[src/rtl/gzhp_pkg.sv]
// ----------------------------------------------------------------------------
// gzhp_pkg
// Shared types and constants for the gzip header parser.
// ----------------------------------------------------------------------------
package gzhp_pkg;

  // header byte counter width; the count saturates at all ones
  localparam int LEN_W = 20;

  localparam logic [7:0] MAGIC_ONE    = 8'h1F;
  localparam logic [7:0] MAGIC_TWO    = 8'h8B;
  localparam int         FLG_FHCRC    = 1;
  localparam int         FLG_FEXTRA   = 2;
  localparam int         FLG_FNAME    = 3;
  localparam int         FLG_FCOMMENT = 4;

  // byte offsets inside the fixed part and the dictzip subfield
  localparam logic [15:0] FIXED_XFL_POS  = 16'd4;
  localparam logic [15:0] FIXED_LEN      = 16'd6;
  localparam logic [15:0] RA_VER_LO      = 16'd4;
  localparam logic [15:0] RA_VER_HI      = 16'd5;
  localparam logic [15:0] RA_CLEN_LO     = 16'd6;
  localparam logic [15:0] RA_CLEN_HI     = 16'd7;
  localparam logic [15:0] RA_CCNT_LO     = 16'd8;
  localparam logic [15:0] RA_CCNT_HI     = 16'd9;
  localparam logic [15:0] RA_CHUNK_BASE  = 16'd10;
  localparam logic [15:0] HCRC_LEN       = 16'd2;
  // chunk index = (pos - base) / 2 + 1 = pos[15:1] - (base / 2 - 1)
  localparam logic [14:0] CHUNK_IDX_OFFS = 15'(RA_CHUNK_BASE / 2 - 1);

  typedef enum logic [1:0] {
    KIND_CHUNK     = 2'd0,
    KIND_DONE      = 2'd1,
    KIND_BAD_MAGIC = 2'd2
  } kind_t;

  typedef struct packed {
    kind_t             kind;
    logic [14:0]       chunk_index;
    logic [15:0]       chunk_size;
    logic [LEN_W-1:0]  header_length;
    logic [7:0]        flag_bits;
    logic [7:0]        method;
    logic [7:0]        extra_flags;
    logic [15:0]       ra_version;
    logic [15:0]       chunk_length;
    logic [15:0]       chunk_count;
  } result_t;

endpackage

[src/rtl/gzhp_if.sv]
// ----------------------------------------------------------------------------
// gzhp_in_if / gzhp_out_if
// Valid/ready channels for stream bytes in and parse results out.
// ----------------------------------------------------------------------------
interface gzhp_in_if;
  logic       valid;
  logic       ready;
  logic [7:0] data_byte;
  logic       first;

  modport source (output valid, output data_byte, output first, input ready);
  modport sink   (input valid, input data_byte, input first, output ready);
endinterface

interface gzhp_out_if;
  logic                        valid;
  logic                        ready;
  logic [1:0]                  kind;
  logic [14:0]                 chunk_index;
  logic [15:0]                 chunk_size;
  logic [gzhp_pkg::LEN_W-1:0]  header_length;
  logic [7:0]                  flag_bits;
  logic [7:0]                  method;
  logic [7:0]                  extra_flags;
  logic [15:0]                 ra_version;
  logic [15:0]                 chunk_length;
  logic [15:0]                 chunk_count;

  modport source (
    output valid, output kind, output chunk_index, output chunk_size,
    output header_length, output flag_bits, output method, output extra_flags,
    output ra_version, output chunk_length, output chunk_count, input ready
  );
  modport sink (
    input valid, input kind, input chunk_index, input chunk_size,
    input header_length, input flag_bits, input method, input extra_flags,
    input ra_version, input chunk_length, input chunk_count, output ready
  );
endinterface

[src/rtl/gzhp_parse_core.sv]
// ----------------------------------------------------------------------------
// gzhp_parse_core
// Header parse state and the per-byte update that yields at most one result.
// ----------------------------------------------------------------------------
module gzhp_parse_core (
  input  logic                clk,
  input  logic                rst,
  input  logic                accept,
  input  logic [7:0]          data_byte,
  input  logic                first,
  output logic                res_valid,
  output gzhp_pkg::result_t   res
);

  typedef enum logic [3:0] {
    PH_MAGIC1  = 4'd0,
    PH_MAGIC2  = 4'd1,
    PH_METHOD  = 4'd2,
    PH_FLAGS   = 4'd3,
    PH_FIXED   = 4'd4,
    PH_XLEN    = 4'd5,
    PH_EXTRA   = 4'd6,
    PH_NAME    = 4'd7,
    PH_COMMENT = 4'd8,
    PH_HCRC    = 4'd9,
    PH_REPORT  = 4'd10,
    PH_IDLE    = 4'd11
  } phase_t;

  phase_t                     phase, phase_next;
  logic [15:0]                field_position, field_position_next;
  logic [7:0]                 flags_held, flags_held_next;
  logic [7:0]                 method_held, method_held_next;
  logic [7:0]                 xfl_held, xfl_held_next;
  logic [15:0]                extra_length, extra_length_next;
  logic [7:0]                 low_byte_held, low_byte_held_next;
  logic [15:0]                version_held, version_held_next;
  logic [15:0]                chunk_length_held, chunk_length_held_next;
  logic [15:0]                chunk_count_held, chunk_count_held_next;
  logic [gzhp_pkg::LEN_W-1:0] length_count, length_count_next;

  logic [15:0] pos_inc;
  logic [14:0] chunk_idx;

  // first optional section at or after step k (0 extra .. 3 header crc)
  function automatic phase_t next_section(input logic [7:0] flg, input logic [2:0] k);
    phase_t ph;
    if (k == 3'd0 && flg[gzhp_pkg::FLG_FEXTRA]) begin
      ph = PH_XLEN;
    end else if (k <= 3'd1 && flg[gzhp_pkg::FLG_FNAME]) begin
      ph = PH_NAME;
    end else if (k <= 3'd2 && flg[gzhp_pkg::FLG_FCOMMENT]) begin
      ph = PH_COMMENT;
    end else if (k <= 3'd3 && flg[gzhp_pkg::FLG_FHCRC]) begin
      ph = PH_HCRC;
    end else begin
      ph = PH_REPORT;
    end
    return ph;
  endfunction

  always_comb begin
    phase_next             = phase;
    field_position_next    = field_position;
    flags_held_next        = flags_held;
    method_held_next       = method_held;
    xfl_held_next          = xfl_held;
    extra_length_next      = extra_length;
    low_byte_held_next     = low_byte_held;
    version_held_next      = version_held;
    chunk_length_held_next = chunk_length_held;
    chunk_count_held_next  = chunk_count_held;
    length_count_next      = length_count;

    // a first byte restarts the parse from a clean state
    if (first) begin
      phase_next             = PH_MAGIC1;
      field_position_next    = '0;
      flags_held_next        = '0;
      method_held_next       = '0;
      xfl_held_next          = '0;
      extra_length_next      = '0;
      low_byte_held_next     = '0;
      version_held_next      = '0;
      chunk_length_held_next = '0;
      chunk_count_held_next  = '0;
      length_count_next      = '0;
    end

    res_valid         = 1'b0;
    res               = '0;
    res.flag_bits     = flags_held_next;
    res.method        = method_held_next;
    res.extra_flags   = xfl_held_next;
    res.ra_version    = version_held_next;
    res.chunk_length  = chunk_length_held_next;
    res.chunk_count   = chunk_count_held_next;

    if (phase_next <= PH_HCRC && !(&length_count_next)) begin
      length_count_next = length_count_next + 1'b1;
    end

    pos_inc   = field_position_next + 16'd1;
    chunk_idx = field_position_next[15:1] - gzhp_pkg::CHUNK_IDX_OFFS;

    case (phase_next)
      PH_MAGIC1: begin
        if (data_byte == gzhp_pkg::MAGIC_ONE) begin
          phase_next = PH_MAGIC2;
        end else begin
          res_valid  = 1'b1;
          res        = '0;
          res.kind   = gzhp_pkg::KIND_BAD_MAGIC;
          phase_next = PH_IDLE;
        end
      end
      PH_MAGIC2: begin
        if (data_byte == gzhp_pkg::MAGIC_TWO) begin
          phase_next = PH_METHOD;
        end else begin
          res_valid  = 1'b1;
          res        = '0;
          res.kind   = gzhp_pkg::KIND_BAD_MAGIC;
          phase_next = PH_IDLE;
        end
      end
      PH_METHOD: begin
        method_held_next = data_byte;
        phase_next       = PH_FLAGS;
      end
      PH_FLAGS: begin
        flags_held_next     = data_byte;
        field_position_next = '0;
        phase_next          = PH_FIXED;
      end
      PH_FIXED: begin
        if (field_position_next == gzhp_pkg::FIXED_XFL_POS) begin
          xfl_held_next = data_byte;
        end
        field_position_next = pos_inc;
        if (pos_inc >= gzhp_pkg::FIXED_LEN) begin
          field_position_next = '0;
          phase_next          = next_section(flags_held_next, 3'd0);
        end
      end
      PH_XLEN: begin
        if (field_position_next == '0) begin
          extra_length_next   = {8'h00, data_byte};
          field_position_next = 16'd1;
        end else begin
          extra_length_next   = {data_byte, extra_length_next[7:0]};
          field_position_next = '0;
          if ({data_byte, extra_length_next[7:0]} == '0) begin
            phase_next = next_section(flags_held_next, 3'd1);
          end else begin
            phase_next = PH_EXTRA;
          end
        end
      end
      PH_EXTRA: begin
        case (field_position_next)
          gzhp_pkg::RA_VER_LO:  version_held_next[7:0]       = data_byte;
          gzhp_pkg::RA_VER_HI:  version_held_next[15:8]      = data_byte;
          gzhp_pkg::RA_CLEN_LO: chunk_length_held_next[7:0]  = data_byte;
          gzhp_pkg::RA_CLEN_HI: chunk_length_held_next[15:8] = data_byte;
          gzhp_pkg::RA_CCNT_LO: chunk_count_held_next[7:0]   = data_byte;
          gzhp_pkg::RA_CCNT_HI: chunk_count_held_next[15:8]  = data_byte;
          default: begin
            if (field_position_next >= gzhp_pkg::RA_CHUNK_BASE) begin
              // base is even, so bit 0 tells low byte from high byte
              if (!field_position_next[0]) begin
                low_byte_held_next = data_byte;
              end else if ({1'b0, chunk_idx} <= chunk_count_held_next) begin
                res_valid       = 1'b1;
                res.kind        = gzhp_pkg::KIND_CHUNK;
                res.chunk_index = chunk_idx;
                res.chunk_size  = {data_byte, low_byte_held_next};
              end
            end
          end
        endcase
        res.ra_version      = version_held_next;
        res.chunk_length    = chunk_length_held_next;
        res.chunk_count     = chunk_count_held_next;
        field_position_next = pos_inc;
        if (pos_inc >= extra_length_next) begin
          field_position_next = '0;
          phase_next          = next_section(flags_held_next, 3'd1);
        end
      end
      PH_NAME: begin
        if (data_byte == 8'h00) begin
          field_position_next = '0;
          phase_next          = next_section(flags_held_next, 3'd2);
        end
      end
      PH_COMMENT: begin
        if (data_byte == 8'h00) begin
          field_position_next = '0;
          phase_next          = next_section(flags_held_next, 3'd3);
        end
      end
      PH_HCRC: begin
        field_position_next = pos_inc;
        if (pos_inc >= gzhp_pkg::HCRC_LEN) begin
          field_position_next = '0;
          phase_next          = PH_REPORT;
        end
      end
      PH_REPORT: begin
        res_valid         = 1'b1;
        res.kind          = gzhp_pkg::KIND_DONE;
        res.header_length = length_count_next;
        phase_next        = PH_IDLE;
      end
      default: begin
        phase_next = PH_IDLE;
      end
    endcase
  end

  always_ff @(posedge clk) begin
    if (rst) begin
      phase             <= PH_MAGIC1;
      field_position    <= '0;
      flags_held        <= '0;
      method_held       <= '0;
      xfl_held          <= '0;
      extra_length      <= '0;
      low_byte_held     <= '0;
      version_held      <= '0;
      chunk_length_held <= '0;
      chunk_count_held  <= '0;
      length_count      <= '0;
    end else if (accept) begin
      phase             <= phase_next;
      field_position    <= field_position_next;
      flags_held        <= flags_held_next;
      method_held       <= method_held_next;
      xfl_held          <= xfl_held_next;
      extra_length      <= extra_length_next;
      low_byte_held     <= low_byte_held_next;
      version_held      <= version_held_next;
      chunk_length_held <= chunk_length_held_next;
      chunk_count_held  <= chunk_count_held_next;
      length_count      <= length_count_next;
    end
  end

endmodule

[src/rtl/gzhp_out_stage.sv]
// ----------------------------------------------------------------------------
// gzhp_out_stage
// Result register with a skid entry so the input side keeps flowing.
// ----------------------------------------------------------------------------
module gzhp_out_stage (
  input  logic               clk,
  input  logic               rst,
  input  logic               push,
  input  gzhp_pkg::result_t  push_data,
  output logic               can_push,
  gzhp_out_if.source         out_ch
);

  logic              main_valid;
  logic              skid_valid;
  gzhp_pkg::result_t main_data;
  gzhp_pkg::result_t skid_data;
  logic              pop;
  logic              main_load;

  assign pop       = main_valid && out_ch.ready;
  assign main_load = !main_valid || pop;
  assign can_push  = !skid_valid;

  always_ff @(posedge clk) begin
    if (rst) begin
      main_valid <= 1'b0;
      skid_valid <= 1'b0;
    end else if (main_load) begin
      if (skid_valid) begin
        main_valid <= 1'b1;
        skid_valid <= 1'b0;
      end else begin
        main_valid <= push;
      end
    end else if (push) begin
      skid_valid <= 1'b1;
    end
  end

  always_ff @(posedge clk) begin
    if (main_load) begin
      main_data <= skid_valid ? skid_data : push_data;
    end
    if (!main_load && push) begin
      skid_data <= push_data;
    end
  end

  assign out_ch.valid         = main_valid;
  assign out_ch.kind          = main_data.kind;
  assign out_ch.chunk_index   = main_data.chunk_index;
  assign out_ch.chunk_size    = main_data.chunk_size;
  assign out_ch.header_length = main_data.header_length;
  assign out_ch.flag_bits     = main_data.flag_bits;
  assign out_ch.method        = main_data.method;
  assign out_ch.extra_flags   = main_data.extra_flags;
  assign out_ch.ra_version    = main_data.ra_version;
  assign out_ch.chunk_length  = main_data.chunk_length;
  assign out_ch.chunk_count   = main_data.chunk_count;

endmodule

[src/rtl/gzip_header_parser_unit.sv]
// a result is written to the output register, or to the skid entry while the sink waits
// throughput: one byte per cycle; the only stall is a full skid entry while the sink waits
// a byte that causes no result frees the next cycle at once
// reset (rst, synchronous): parse restarts at the first magic byte, all held fields and
// the header count clear, and the output register and skid entry empty
// ----------------------------------------------------------------------------
// gzip_header_parser_unit
// Byte-serial gzip header parser with dictzip random-access chunk table.
// ----------------------------------------------------------------------------
module gzip_header_parser_unit (
  input  logic        clk,
  input  logic        rst,
  gzhp_in_if.sink     in_ch,
  gzhp_out_if.source  out_ch
);

  // an input transaction updates the parse state and, at most, produces one result
  logic              accept;
  logic              can_push;
  logic              res_valid;
  gzhp_pkg::result_t res;

  // ready depends only on the skid entry, so a waiting result never blocks
  // the next byte while the skid entry is free
  assign in_ch.ready = can_push;
  assign accept      = in_ch.valid && can_push;

  // phase sequencer: magic, method, flags, fixed part, optional sections
  gzhp_parse_core u_core (
    .clk       (clk),
    .rst       (rst),
    .accept    (accept),
    .data_byte (in_ch.data_byte),
    .first     (in_ch.first),
    .res_valid (res_valid),
    .res       (res)
  );

  // result register plus skid entry toward the sink
  gzhp_out_stage u_out (
    .clk       (clk),
    .rst       (rst),
    .push      (accept && res_valid),
    .push_data (res),
    .can_push  (can_push),
    .out_ch    (out_ch)
  );

endmodule
[src/flat_wrapper.sv]
// flat-port wrapper written by rule: the top's interface ports become plain ports
module gzip_header_parser_unit_flat 
  (clk, rst, in_ch_valid, in_ch_data_byte, in_ch_first, in_ch_ready, out_ch_valid, out_ch_kind, out_ch_chunk_index, out_ch_chunk_size, out_ch_header_length, out_ch_flag_bits, out_ch_method, out_ch_extra_flags, out_ch_ra_version, out_ch_chunk_length, out_ch_chunk_count, out_ch_ready);
  gzhp_in_if in_ch_i ();
  gzhp_out_if out_ch_i ();
  input  logic clk;
  input  logic rst;
  input wire logic [$bits(in_ch_i.valid)-1:0] in_ch_valid;
  input wire logic [$bits(in_ch_i.data_byte)-1:0] in_ch_data_byte;
  input wire logic [$bits(in_ch_i.first)-1:0] in_ch_first;
  output wire logic [$bits(in_ch_i.ready)-1:0] in_ch_ready;
  output wire logic [$bits(out_ch_i.valid)-1:0] out_ch_valid;
  output wire logic [$bits(out_ch_i.kind)-1:0] out_ch_kind;
  output wire logic [$bits(out_ch_i.chunk_index)-1:0] out_ch_chunk_index;
  output wire logic [$bits(out_ch_i.chunk_size)-1:0] out_ch_chunk_size;
  output wire logic [$bits(out_ch_i.header_length)-1:0] out_ch_header_length;
  output wire logic [$bits(out_ch_i.flag_bits)-1:0] out_ch_flag_bits;
  output wire logic [$bits(out_ch_i.method)-1:0] out_ch_method;
  output wire logic [$bits(out_ch_i.extra_flags)-1:0] out_ch_extra_flags;
  output wire logic [$bits(out_ch_i.ra_version)-1:0] out_ch_ra_version;
  output wire logic [$bits(out_ch_i.chunk_length)-1:0] out_ch_chunk_length;
  output wire logic [$bits(out_ch_i.chunk_count)-1:0] out_ch_chunk_count;
  input wire logic [$bits(out_ch_i.ready)-1:0] out_ch_ready;
  assign in_ch_i.valid = in_ch_valid;
  assign in_ch_i.data_byte = in_ch_data_byte;
  assign in_ch_i.first = in_ch_first;
  assign in_ch_ready = in_ch_i.ready;
  assign out_ch_valid = out_ch_i.valid;
  assign out_ch_kind = out_ch_i.kind;
  assign out_ch_chunk_index = out_ch_i.chunk_index;
  assign out_ch_chunk_size = out_ch_i.chunk_size;
  assign out_ch_header_length = out_ch_i.header_length;
  assign out_ch_flag_bits = out_ch_i.flag_bits;
  assign out_ch_method = out_ch_i.method;
  assign out_ch_extra_flags = out_ch_i.extra_flags;
  assign out_ch_ra_version = out_ch_i.ra_version;
  assign out_ch_chunk_length = out_ch_i.chunk_length;
  assign out_ch_chunk_count = out_ch_i.chunk_count;
  assign out_ch_i.ready = out_ch_ready;
  gzip_header_parser_unit u_core (.clk(clk), .rst(rst), .in_ch(in_ch_i), .out_ch(out_ch_i));
endmodule
[config.mk]
export PLATFORM = sky130hd
export DESIGN_NAME = gzip_header_parser_unit_flat
export DESIGN_NICKNAME = d
export VERILOG_FILES = /design/src/rtl/gzhp_pkg.sv /design/src/rtl/gzhp_if.sv /design/src/rtl/gzhp_parse_core.sv /design/src/rtl/gzhp_out_stage.sv /design/src/rtl/gzip_header_parser_unit.sv /design/src/flat_wrapper.sv
export SDC_FILE = /design/constraint.sdc
export NUM_CORES = 1
export LEC_CHECK = 0
export BUFFER_PORTS_ARGS = -buffer_cell sky130_fd_sc_hd__buf_2
export CAP_MARGIN = 20
export CORE_AREA = 2 2 217 219
export CTS_BUF_LIST = sky130_fd_sc_hd__clkbuf_8
export CTS_CLUSTER_DIAMETER = 100
export DETAILED_ROUTE_END_ITERATION = 16
export DIE_AREA = 0 0 219 221
export PLACE_DENSITY = 0.57
export SYNTH_ARGS = -nofsm -noshare
export SYNTH_HDL_FRONTEND = slang
export SYNTH_SLANG_ARGS = --single-unit
[constraint.sdc]
create_clock -name clk -period 26 [get_ports clk]
set_input_delay 1.3 -clock clk [delete_from_list [all_inputs] [get_ports clk]]
set_output_delay 1.3 -clock clk [all_outputs]
set_load 0.05 [all_outputs]
### After elaboration in Yosys (flattened, before gate mapping)

Cells that the tools add are included.
Widths: inputs -> output; s select.

* bits of input ports: 13
* bits in registers: 388
* output and inout bits: 127
* word-level logic and storage cells: 149

* add/sub/neg operators: 3
* eq/ne operators: 18
* magnitude comparators: 6
* reduce and logical (&&, ||, !) cells: 18
* muxes and demuxes: 71

Operator list (number)
* $mux 125: 3
* $mux 16: 14
* $mux 8: 18
* $pmux 48 s3: 1
* $mux 31: 4
* $pmux 16 s6: 1
* $pmux 31 s3: 1
* $eq 16x3->1 const B: 4
* $pmux 20 s3: 1
* $mux 4: 12
* $pmux 24 s2: 1
* $mux 20: 2
* $pmux 4 s10: 1
* $eq 16x4->1 const B: 2
* $logic_not 16->1: 2
* $add 20x1->20 const B: 1
* $reduce_and 20->1: 1
* $add 16x1->16 const B: 1
* $eq 4x3->1 const B: 4
* $ge 16x16->1: 1
* $ge 16x2->1 const B: 1
* $ge 16x3->1 const B: 1
* $ge 16x4->1 const B: 1
* $le 15x16->1: 1
* other kinds (18): 37

### Logic depth before layout (Yosys ltp)

Gate-level depths: netlist of run 1.

* depth after elaboration: 10
* mapped depth: 23
* depth with buffers taken out: 18

### By module

From an unflattened synthesis of run 1, not the netlist that was laid out.

* cell total of the unflattened synthesis: 1608
* area, all modules: 18382.6 µm²

Modules (own cells, without submodules)
* gzhp_out_stage: area each 9192.6 µm², instances 1, cells each 398
* gzhp_parse_core: area each 9177.6 µm², instances 1, cells each 1208
* gzip_header_parser_unit: area each 12.5 µm², instances 1, cells each 2

### Worst setup path before layout of run 1

Ideal clock, no wire load.

* path kind: in2reg
* start: in out_ch_ready
* end: reg u_core.u_out.skid_data[0] in the netlist's numbering (enable)
* arrival: 13.036 ns
* stages on the path: 2
* path slack: 12.202 ns
* path buffers: 0
* cell sequence: nand2b_1 > nor3_1

* longest elaborated chain between the ends: 4

RTL lines
* start, declared: RTL line flat_wrapper.sv:23 `input wire logic [$bits(out_ch_i.ready)-1:0] out_ch_ready;`
* $logic_and 1x1->1: RTL line gzhp_out_stage.sv:21 `assign pop = main_valid && out_ch.ready;`
* $logic_or 1x1->1: RTL line gzhp_out_stage.sv:22 `assign main_load = !main_valid || pop;`
* $logic_not 1->1: RTL line gzhp_out_stage.sv:45 `if (!main_load && push) begin`
* $logic_and 1x1->1: RTL line gzhp_out_stage.sv:45
* end signal, assigned: RTL line gzhp_out_stage.sv:46 `skid_data <= push_data;`
* end, declared: RTL line gzhp_out_stage.sv:17 `gzhp_pkg::result_t skid_data;`

No other way between the ends.
A chain may end at the register's enable or synchronous reset.

### Worst setup path after layout of run 1

* start: in in_ch_first
* end: reg u_core.u_out.skid_data[88] in the netlist's numbering (enable)

* longest elaborated chain between the ends: 10

RTL lines
* start, declared: RTL line flat_wrapper.sv:10 `input wire logic [$bits(in_ch_i.first)-1:0] in_ch_first;`
* $mux 16: RTL line gzhp_parse_core.sv:76 `if (first) begin`
* $sub 15x3->15: RTL line gzhp_parse_core.sv:104 `chunk_idx = field_position_next[15:1] - gzhp_pkg::CHUNK_IDX_OFFS;`
* $le 15x16->1: RTL line gzhp_parse_core.sv:173 `end else if ({1'b0, chunk_idx} <= chunk_count_held_next) begin`
* $mux 1: RTL line gzhp_parse_core.sv:173
* $mux 1: RTL line gzhp_parse_core.sv:171 `if (!field_position_next[0]) begin`
* $mux 1: RTL line gzhp_parse_core.sv:169 `if (field_position_next >= gzhp_pkg::RA_CHUNK_BASE) begin`
* $mux 1: RTL line gzhp_parse_core.sv:161 `case (field_position_next)`
* $pmux 1 s4 *: RTL line gzhp_parse_core.sv:106 `case (phase_next)`
* $logic_and 1x1->1 *: RTL line gzip_header_parser_unit.sv:43 `.push (accept && res_valid),`
* $logic_and 1x1->1 *: RTL line gzhp_out_stage.sv:45

Every way passes the cells marked *; elsewhere a longest branch is shown, timed or not.

==> run summary, run 1 <==
The flow ran to the end, and the final reports show no timing, DRC or antenna violations. After detailed routing, the number of vias per cell comes to 5.54. Entering global routing, the biggest net connects 112 pins. For the diode insertion count for antenna repair, the log shows 0.

The total count of hold-check failures in the final report was 0. The cell family contributing the most delay on the critical path is buffers and inverters. The pre-antenna-repair detailed-routing pass consisted of 6 iterations.

Most common cell after layout, fill and taps aside: sky130_fd_sc_hd__nor2_1. Setup repair after global routing left no endpoint under its margin. The largest single stage delay on the critical path is 0.84 ns. The wire length of the first global-routing pass was 75.8 mm. The prevailing post-synth register cell is sky130_fd_sc_hd__edfxtp_1. The run gives 0 as the max-slew violation count. Overall power consumption after layout is estimated at 1.33 mW.

The Yosys warning count came out at 0. After synthesis, the cell types taking the most area are sky130_fd_sc_hd__edfxtp_1, sky130_fd_sc_hd__dfxtp_1, sky130_fd_sc_hd__nor2_1. For this run, the top clock speed supported by timing is 0.154 GHz. The CTS buffer count is 67. The x dimension of the die is 219 um. For the relative slew slack, the log shows 27.0%. For the worst-skew pair, the clock arrives at the later sink with an insertion delay of 0.65 ns. In the global route stage, overall resource usage came out at 19.9%. Counting along the longest clock path gives a buffer depth of 3. The number of standard cells in the final layout excluding fillers was 2,493; the buffer count from post-CTS setup fixing was 0. The floorplan step defined a die boundary enclosing 48,400 sq um. At the end of the flow, the number of nets in the layout was 1,888. The post-synthesis simple-gate area fraction is 15.2%. Counting every instance in the synthesized netlist gives 1,722. The leakage power is 7.98 nW.

In the final layout, the share of cells above drive strength 1 is 18.5%. Multiplexer cells account for 4.81% of the synthesized area. The port buffer count came out at 139. The max-cap violation count came out at 0.

The global route total overflow was 0; the final period demand of the worst path was 6.49 ns. The maximum fanout count along the critical path is 70, and the net count after synthesis is 1,774. The run gives 31.2 mm as the post-DP HPWL.

After clock tree synthesis, the repair step resized 0 gates. The final wirelength is 48.8 mm, and the via count of the first global-routing pass is 13,100. In this run the core area contains 79 standard-cell rows.

After detailed routing, the average wire length per cell comes to 19.6 um. The final critical path takes up 25.0% of the cycle. Post-synthesis share of cell area spent on xor and xnor gates: 1.44%. The critical path goes through buf_2 > buf_4 > inv_2 > nand2_1 > ha_1 > nor2b_1 > a31oi_1 > o21ai_0 > inv_1 > ha_1 > a21o_1 > a21oi_1 > nor2b_1 > o211ai_1 > a311oi_1 > o31ai_1 > a211oi_1 > nor3_2 > buf_4 > buf_4.

The placer's final routability congestion estimate is 0.901. Via count: 13,800. After synthesis the netlist holds a flip-flop and latch count of 388. In this run, post-CTS hold repair placed 0 buffers. Cell occurring most often along the worst timing path: sky130_fd_sc_hd__buf_4. For this run, design rule violations remaining after detail routing come to 0. The number of buffers and inverters on the critical path is 6. The tools report the initial DRC count as 1,260.

The initial utilization of the core area, before any placement, comes to 39.5%. The logs give 0 for the number of nets with antenna violations after routing and 0 ns for the setup total negative slack. Sequential cells were found to cover 56.4% of the synthesized design area.

Signal arrival time at the worst endpoint: 6.72 ns. In this run the number of H-tree levels came out at 3. The total power per unit cell area was 64.4 nW/um^2; the count of pins on the block boundary was 140.

The transition time at the pin with the least slew margin is 1.09 ns, and the worst endpoint required time is 26.23 ns. The post-CTS clock slew at the launch and capture registers of the worst setup and hold paths was 0.05 ns; the post-synthesis async set-or-reset flop share was 0%. The die is 221 um tall. The run gives 46,100 sq um as the area of the core. The synthesized design devotes to its leading area cell type 41.3% of total area. Summing the areas of all compound-gate instances in the mapped netlist gives 15.9% of the synthesized area. From synthesis to final layout, the design area changed by 13.4%. Setup violations remaining at the end of the flow were counted as 0. The worst-case IR drop observed on VDD is 46.6 uV.

The clock skew is 0.0461 ns, and the share of synthesized cell area in full adder, half adder and majority cells is 2.68%. The area of the mapped netlist was 18,200 sq um; the number of synthesized flops with an enable pin was 250. The dominant combinational cell family by area after synthesis was compound AO/OA/AOI/OAI gates.

TritonCTS built the clock tree. The kind of end point of the critical path is a register. The worst-case register-to-register setup slack is 20.27 ns, and the number of distinct library cell variants in the gate-level netlist after synthesis is 76. The path category of the worst min-delay check is register to register. Leaving out fill and tap cells, the most frequent cells in the layout are sky130_fd_sc_hd__nor2_1, sky130_fd_sc_hd__edfxtp_1, sky130_fd_sc_hd__nand2_1. The placed cell count is 2,373.

Largest area contributor in the netlist: sky130_fd_sc_hd__edfxtp_1. The root buffer selected by CTS was sky130_fd_sc_hd__clkbuf_8. Clock tree synthesis found a total of 388 sinks.

The setup path with the least slack is of type primary input to register. The number of antenna violations at the first check in global routing came out at 0. The slowest stage of the critical path is the sky130_fd_sc_hd__buf_4 cell.

A synthesized cell averages 10.6 sq um. The worst setup path is launched from a primary input.
[worst paths after layout]
kind                                                      start                            end  cells after the start
worst max-delay path                                in_ch_first     u_core.u_out.skid_data[88]                     20
worst min-delay path              u_core.u_core.length_count[1]  u_core.u_core.length_count[1]                      2
worst max register to register  u_core.u_core.field_position[6]     u_core.u_out.skid_data[88]                     16
worst min register to register    u_core.u_core.length_count[1]  u_core.u_core.length_count[1]                      2
[kinds of logic after synthesis]
logic type | Yosys count
simple gates | 610
compound gates | 412
flops | 388
buf+inv | 165
mux | 78
fa+ha+maj | 39
xor+xnor | 30
[final cells by class]
class | instances | area, sq um
fill | 4386 | 25400
sequential | 388 | 10300
multi-input combinational | 1169 | 7290
clock buffer | 73 | 1000
timing repair buffer | 164 | 906
tap | 607 | 759
clock inverter | 46 | 224
inverter | 46 | 173
[per-stage QoR]
step                cell area (sq um)  hold WS, ns  setup slack, ns  utilization, %
floorplan                       18200        0.433            12.20               -
global placement                19400        0.443            19.00            42.1
detailed placement              19400        0.447            18.86            42.1
CTS                             20600        0.454            19.55            44.7
global route                    20600        0.469            19.01            44.8
finish                          20600        0.454            19.51            44.8
[state kept, by name, indices dropped and copies added (netlist names)]
name and cells:
u_core.u_core.length_count 20, u_core.u_out.skid_data 125, u_core.u_out.out_ch.valid 1, u_core.u_core.method_held 8
u_core.u_out.out_ch.ra_version 16, u_core.u_core.chunk_count_held 16, u_core.u_out.skid_valid 1, u_core.u_core.low_byte_held 8
u_core.u_core.flags_held 8, u_core.u_core.field_position 16, u_core.u_core.version_held 16, u_core.u_out.out_ch.header_length 20
u_core.u_out.out_ch.chunk_length 16, u_core.u_out.out_ch.kind 2, u_core.u_core.extra_length 16, u_core.u_out.out_ch.flag_bits 8
u_core.u_core.phase 4, u_core.u_out.out_ch.extra_flags 8, u_core.u_out.out_ch.method 8, u_core.u_out.out_ch.chunk_index 15
u_core.u_core.chunk_length_held 16, u_core.u_out.out_ch.chunk_count 16, u_core.u_out.out_ch.chunk_size 16, u_core.u_core.xfl_held 8
[power breakdown]
| group | leakage (nW) | switching, mW | internal, mW |
|---|---|---|---|
| Clock | 0.739 | 0.251 | 0.268 |
| Sequential | 3.78 | 0.00781 | 0.671 |
| Combinational | 3.46 | 0.105 | 0.0255 |
[worst reg2reg max path, stage by stage (launching register included)]
cell and delay, ns:
sky130_fd_sc_hd__dfxtp_1 0.47, sky130_fd_sc_hd__or3_1 0.43, sky130_fd_sc_hd__nor3_1 0.34, sky130_fd_sc_hd__nand2_1 0.17, sky130_fd_sc_hd__nor3_1 0.23, sky130_fd_sc_hd__xor2_1 0.10
sky130_fd_sc_hd__nor2_1 0.26, sky130_fd_sc_hd__inv_1 0.12, sky130_fd_sc_hd__ha_1 0.33, sky130_fd_sc_hd__nand4_1 0.11, sky130_fd_sc_hd__a211o_1 0.31, sky130_fd_sc_hd__or3_1 0.38
sky130_fd_sc_hd__o31ai_1 0.13, sky130_fd_sc_hd__a211oi_1 0.22, sky130_fd_sc_hd__nor3_2 0.19, sky130_fd_sc_hd__buf_4 0.62, sky130_fd_sc_hd__buf_4 0.85
[layer usage]
metal | GRT usage (%) | vias up | routed length (um)
li1 | - | 6585 | -
met1 | 28.0 | 6773 | 22800
met2 | 31.0 | 375 | 22600
met3 | 3.63 | 68 | 2480
met4 | 6.23 | 0 | 873
met5 | 0 | - | 0
[cell usage after synthesis, types with 12 or more instances]
cell type and instances:
sky130_fd_sc_hd__dfxtp_1 138, sky130_fd_sc_hd__nand4_1 17, sky130_fd_sc_hd__and2_1 27, sky130_fd_sc_hd__mux2_2 75
sky130_fd_sc_hd__nor2_1 264, sky130_fd_sc_hd__xnor2_1 21, sky130_fd_sc_hd__a21oi_1 42, sky130_fd_sc_hd__inv_1 43
sky130_fd_sc_hd__and3_1 12, sky130_fd_sc_hd__o22ai_1 15, sky130_fd_sc_hd__clkbuf_1 95, sky130_fd_sc_hd__nand3_1 28
sky130_fd_sc_hd__a31oi_1 28, sky130_fd_sc_hd__a22o_1 34, sky130_fd_sc_hd__o21ai_0 59, sky130_fd_sc_hd__edfxtp_1 250
sky130_fd_sc_hd__nor2b_1 20, sky130_fd_sc_hd__ha_1 39, sky130_fd_sc_hd__nor3_1 25, sky130_fd_sc_hd__nor4_1 13
sky130_fd_sc_hd__a22oi_1 99, sky130_fd_sc_hd__nand2_1 161, sky130_fd_sc_hd__o31ai_1 57
Note: power is estimated with default switching activity, not from simulation.
==> inputs of run 2 (changes only) <==
--- a/config.mk
+++ b/config.mk
@@ -5,13 +5,14 @@
 export SDC_FILE = /design/constraint.sdc
 export NUM_CORES = 1
 export LEC_CHECK = 0
+export ABC_AREA = 1
 export BUFFER_PORTS_ARGS = -buffer_cell sky130_fd_sc_hd__buf_2
 export CAP_MARGIN = 20
-export CORE_AREA = 2 2 217 219
+export CORE_AREA = 2 2 224 226
 export CTS_BUF_LIST = sky130_fd_sc_hd__clkbuf_8
 export CTS_CLUSTER_DIAMETER = 100
 export DETAILED_ROUTE_END_ITERATION = 16
-export DIE_AREA = 0 0 219 221
+export DIE_AREA = 0 0 226 228
 export PLACE_DENSITY = 0.57
 export SYNTH_ARGS = -nofsm -noshare
 export SYNTH_HDL_FRONTEND = slang
==> constraint.sdc (replaced) <==
create_clock -name clk -period 6 [get_ports clk]
set_input_delay 0.3 -clock clk [delete_from_list [all_inputs] [get_ports clk]]
set_output_delay 0.3 -clock clk [all_outputs]
set_load 0.05 [all_outputs]
==> run summary, run 2 <==
The number of flip-flops under the largest register name was 125 (unchanged); the number of synthesized flops with an enable pin was 250 (unchanged). The number of nets with antenna violations after routing is 0 (unchanged), and the post-cts hold buffer count is 1 (was 0). The tools report the post-DP HPWL as 35.3 mm (was 31.2 mm). The growth of design area from synthesis to finish is 13.7% (was 13.4%), and the max-cap violation count is 0 (unchanged).

The prevailing post-synth register cell was sky130_fd_sc_hd__edfxtp_1 (unchanged). For the clock insertion delay at the later pin of the skew report, the log shows 0.67 ns (was 0.65 ns). Register ranked first by flip-flop count: u_core.u_out.skid_data (unchanged). The mean instance size in the synthesized netlist was 8.33 sq um (was 10.6 sq um); the routed wirelength normalized by instance count was 17.8 um (was 19.6 um). The largest area contributor in the netlist is sky130_fd_sc_hd__edfxtp_1 (unchanged). The number of antenna violations at the first check in global routing is 1 (was 0), and the buffer count from post-CTS setup fixing is 0 (unchanged). The relative slew slack came out at 27.4% (was 27.0%).

In the finished design, the share of the clock period the worst path needs comes to 71.2%. The via count of the first global-routing pass came out at 16,300 (was 13,100). The number of distinct library cell variants in the gate-level netlist after synthesis is 47 (was 76). Post-CTS clock slew at the launch and capture registers of the worst setup and hold paths: 0.05 ns (about the same).

Most frequent cells in the layout: sky130_fd_sc_hd__nand2_1, sky130_fd_sc_hd__edfxtp_1, sky130_fd_sc_hd__o21ai_0 (was sky130_fd_sc_hd__nor2_1, sky130_fd_sc_hd__edfxtp_1, sky130_fd_sc_hd__nand2_1). The overall global routing resource usage was 21.9% (was 19.9%); the via count was 16,800 (was 13,800). For the final critical-path setup slack, the log shows 1.73 ns (was 19.51 ns). The tools report the placer's final routability congestion estimate as 0.879 (was 0.901). The leakage power was 9.61 nW (was 7.98 nW); the transition time at the pin with the least slew margin was 1.09 ns (about the same). Utilization after layout: 44.9% (was 44.8%). The instance count of the mapped netlist is 2,341 (was 1,722). The signal arrival time at the worst endpoint was 4.57 ns (was 6.72 ns). Cell depth of the worst flop-to-flop path: 21 (was 16). The maximum fanout count along the critical path is 27 (was 70). Ranking of synthesized cells by instance count: sky130_fd_sc_hd__nand2_1, sky130_fd_sc_hd__edfxtp_1, sky130_fd_sc_hd__o21ai_0, sky130_fd_sc_hd__nor2_1, sky130_fd_sc_hd__a21oi_1 (was sky130_fd_sc_hd__nor2_1, sky130_fd_sc_hd__edfxtp_1, sky130_fd_sc_hd__nand2_1, sky130_fd_sc_hd__dfxtp_1, sky130_fd_sc_hd__a22oi_1). The count of fill cells added during filler insertion was 4,944 (was 4,386).

The Yosys warning count was 0 (unchanged); the number of rows created at floorplan was 82 (was 79). The instance count along the most critical hold path works out to 3 (was 2). Post-synthesis async set-or-reset flop share: 0% (unchanged). The worst endpoint required time is 6.29 ns (was 26.23 ns).

Synth area leaders: sky130_fd_sc_hd__edfxtp_1, sky130_fd_sc_hd__dfxtp_1, sky130_fd_sc_hd__nand2_1 (was sky130_fd_sc_hd__edfxtp_1, sky130_fd_sc_hd__dfxtp_1, sky130_fd_sc_hd__nor2_1). The run gives 0 (unchanged) as the max-slew violation count. Clock skew: 0.0352 ns (was 0.0461 ns).

The root buffer selected by CTS is sky130_fd_sc_hd__clkbuf_8 (unchanged). Classification of the worst setup path: register to register (was primary input to register). For the total count of hold-check failures in the final report, the log shows 0 (unchanged). The count of instances resized after the clock tree is built was 0 (unchanged). The run gives 1,297 (was 1,260) as the initial DRC count. Area of the mapped netlist: 19,500 sq um (was 18,200 sq um).

The path category of the worst min-delay check is primary input to register (was register to register). The run gives 0 (unchanged) as the DRC violations left. The maximum buffer depth of the clock tree is 3 (unchanged).

The pre-CTS setup slack is 1.24 ns (was 18.86 ns). The die boundary height came out at 228 um (was 221 um). Net count after synthesis: 2,393 (was 1,774). For the diode insertion count for antenna repair, the log shows 0 (unchanged). The area of the core is 49,300 sq um (was 46,100 sq um).

For the peak supply drop, the log shows 143 uV (was 46.6 uV). The number of flip-flops and latches in the synthesized netlist was 388 (unchanged); the share of Yosys cell area claimed by the top area cell type was 38.5% (was 41.3%). Pin count of the biggest net entering global routing: 95 (was 112). The wire length of the first global-routing pass came out at 89.0 mm (was 75.8 mm). The count of pins on the block boundary came out at 140 (unchanged). Setup repair after global routing left no endpoint under its margin.

The ratio of cells with drive above 1 in the final layout was 12.2% (was 18.5%); the area of the die was 51,500 sq um (was 48,400 sq um). The number of nets at the end of the flow is 2,484 (was 1,888). The level count of the clock H-tree is 3 (unchanged). Total power per unit cell area: 286 nW/um^2 (was 64.4 nW/um^2). For the final setup violation count, the log shows 0 (unchanged). The run finished with clean final reports. The portion of the post-synthesis area used by sequential elements came out at 52.7% (was 56.4%). The tools report the number of detailed-routing iterations run before antenna repair as 5 (was 6).

The dominant cell by count in the synthesized netlist was sky130_fd_sc_hd__nand2_1 (was sky130_fd_sc_hd__nor2_1). Derived from the worst setup path, the maximum achievable clock frequency is 0.234 GHz. The CTS buffer count was 72 (was 67); the initial standard-cell utilization of the core was 39.5% (about the same). The most common cell after layout, fill and taps aside was sky130_fd_sc_hd__nand2_1 (was sky130_fd_sc_hd__nor2_1). The global route total overflow came out at 0 (unchanged).

TritonCTS built the clock tree. The final period demand of the worst path is 4.27 ns. The sink count of the clock tree was 388 (unchanged). The kind of end point of the critical path is a register (unchanged). The x dimension of the die is 226 um (was 219 um).

The critical path startpoint category was a register (was a primary input). The per-cell via count in the routed design works out to 5.32 (was 5.54). The final wirelength was 56.4 mm (was 48.8 mm); the port buffer count was 139 (unchanged).
[run 2: cell count changes after synthesis, moves of 21 or more]
| cell | before | now |
|---|---|---|
| sky130_fd_sc_hd__nand2_1 | 161 | 643 |
| sky130_fd_sc_hd__o211ai_1 | 9 | 48 |
| sky130_fd_sc_hd__nand3_1 | 28 | 67 |
| sky130_fd_sc_hd__o21ai_0 | 59 | 206 |
| sky130_fd_sc_hd__inv_1 | 43 | 162 |
| sky130_fd_sc_hd__nor3_1 | 25 | 50 |
| sky130_fd_sc_hd__a21oi_1 | 42 | 186 |
| sky130_fd_sc_hd__and2_1 | 27 | 1 |
| sky130_fd_sc_hd__o31ai_1 | 57 | 12 |
| sky130_fd_sc_hd__a22o_1 | 34 | 0 |
| sky130_fd_sc_hd__a31oi_1 | 28 | 49 |
| sky130_fd_sc_hd__mux2_2 | 75 | 0 |
| sky130_fd_sc_hd__nor2_1 | 264 | 199 |
| sky130_fd_sc_hd__a22oi_1 | 99 | 1 |
[run 2: final cells by class]
type                       instances  area, sq um  area share, %
clock buffer                      78         1070           4.84
clock inverter                    55          387           1.74
inverter                         171          653           2.95
multi-input combinational       1636         8030           36.2
sequential                       388        10300           46.4
tap                              672          841           3.79
timing repair buffer             163          903           4.08
[run 2: where the power goes]
part	leakage [nW]	internal (mW)	total, mW	switching [mW]
clock network	0.840	1.46	2.60	1.15
logic	4.94	0.140	0.715	0.575
registers	3.83	2.96	3.01	0.0513
total	9.61	4.56	6.33	1.77
[run 2: path summary, 6_finish.rpt]
check | endpoint | from | slack [ns]
min | u_core.u_core.extra_length[15] | in_ch_data_byte[7] | 0.13
max reg2reg | u_core.u_out.skid_data[85] | u_core.u_core.field_position[3] | 1.73
max | u_core.u_out.skid_data[85] | u_core.u_core.field_position[3] | 1.73
min reg2reg | u_core.u_core.xfl_held[3] | u_core.u_core.xfl_held[3] | 0.46
[run 2: layer usage]
metal / vias up / track usage [%] / share of wire [%]
met5: - / 0 / 0
li1: 8185 / - / -
met2: 556 / 35.6 / 47
met3: 93 / 3.77 / 6.0
met4: 0 / 8.01 / 2.3
met1: 7985 / 29.2 / 44
[run 2: through the flow]
stage | hold slack (ns) | setup TNS (ns) | cells | total power [mW] | instance area, sq um
6_report | 0.128 | 0 | 3163 | 6.33 | 22200
5_1_grt | 0.135 | 0 | 3163 | 6.59 | 22200
4_1_cts | 0.0829 | 0 | 3163 | 6.41 | 22200
3_5_place_dp | 0.456 | 0 | 3029 | 3.78 | 20700
3_3_place_gp | 0.451 | 0 | 3029 | 3.77 | 20700
2_1_floorplan | 0.445 | -319.99 | 2341 | 3.59 | 19500
[run 2: logic make-up after synthesis]
logic type	count (synthesis)	synth area share (%)
fa+ha+maj	39	2.50
compound gates	545	15.4
buf+inv	317	6.29
xor+xnor	30	1.35
simple gates	1022	21.8
flops	388	52.7
[run 2: critical path, cell delays in order (launching register included)]
cell	delay (ns)
sky130_fd_sc_hd__dfxtp_1	0.34
sky130_fd_sc_hd__inv_1	0.15
sky130_fd_sc_hd__nor2_2	0.09
sky130_fd_sc_hd__inv_1	0.21
sky130_fd_sc_hd__ha_1	0.21
sky130_fd_sc_hd__nand2_1	0.07
sky130_fd_sc_hd__nor2_1	0.22
sky130_fd_sc_hd__nand3_1	0.16
sky130_fd_sc_hd__inv_1	0.10
sky130_fd_sc_hd__nand4_1	0.09
sky130_fd_sc_hd__xor2_1	0.21
sky130_fd_sc_hd__inv_1	0.08
sky130_fd_sc_hd__ha_1	0.30
sky130_fd_sc_hd__nand4_1	0.12
sky130_fd_sc_hd__nor3_1	0.22
sky130_fd_sc_hd__nand4_1	0.11
sky130_fd_sc_hd__nand2_1	0.13
sky130_fd_sc_hd__nand3_2	0.16
sky130_fd_sc_hd__nand3_1	0.12
sky130_fd_sc_hd__nand2_1	0.14
sky130_fd_sc_hd__nor2_4	0.28
sky130_fd_sc_hd__buf_4	0.41
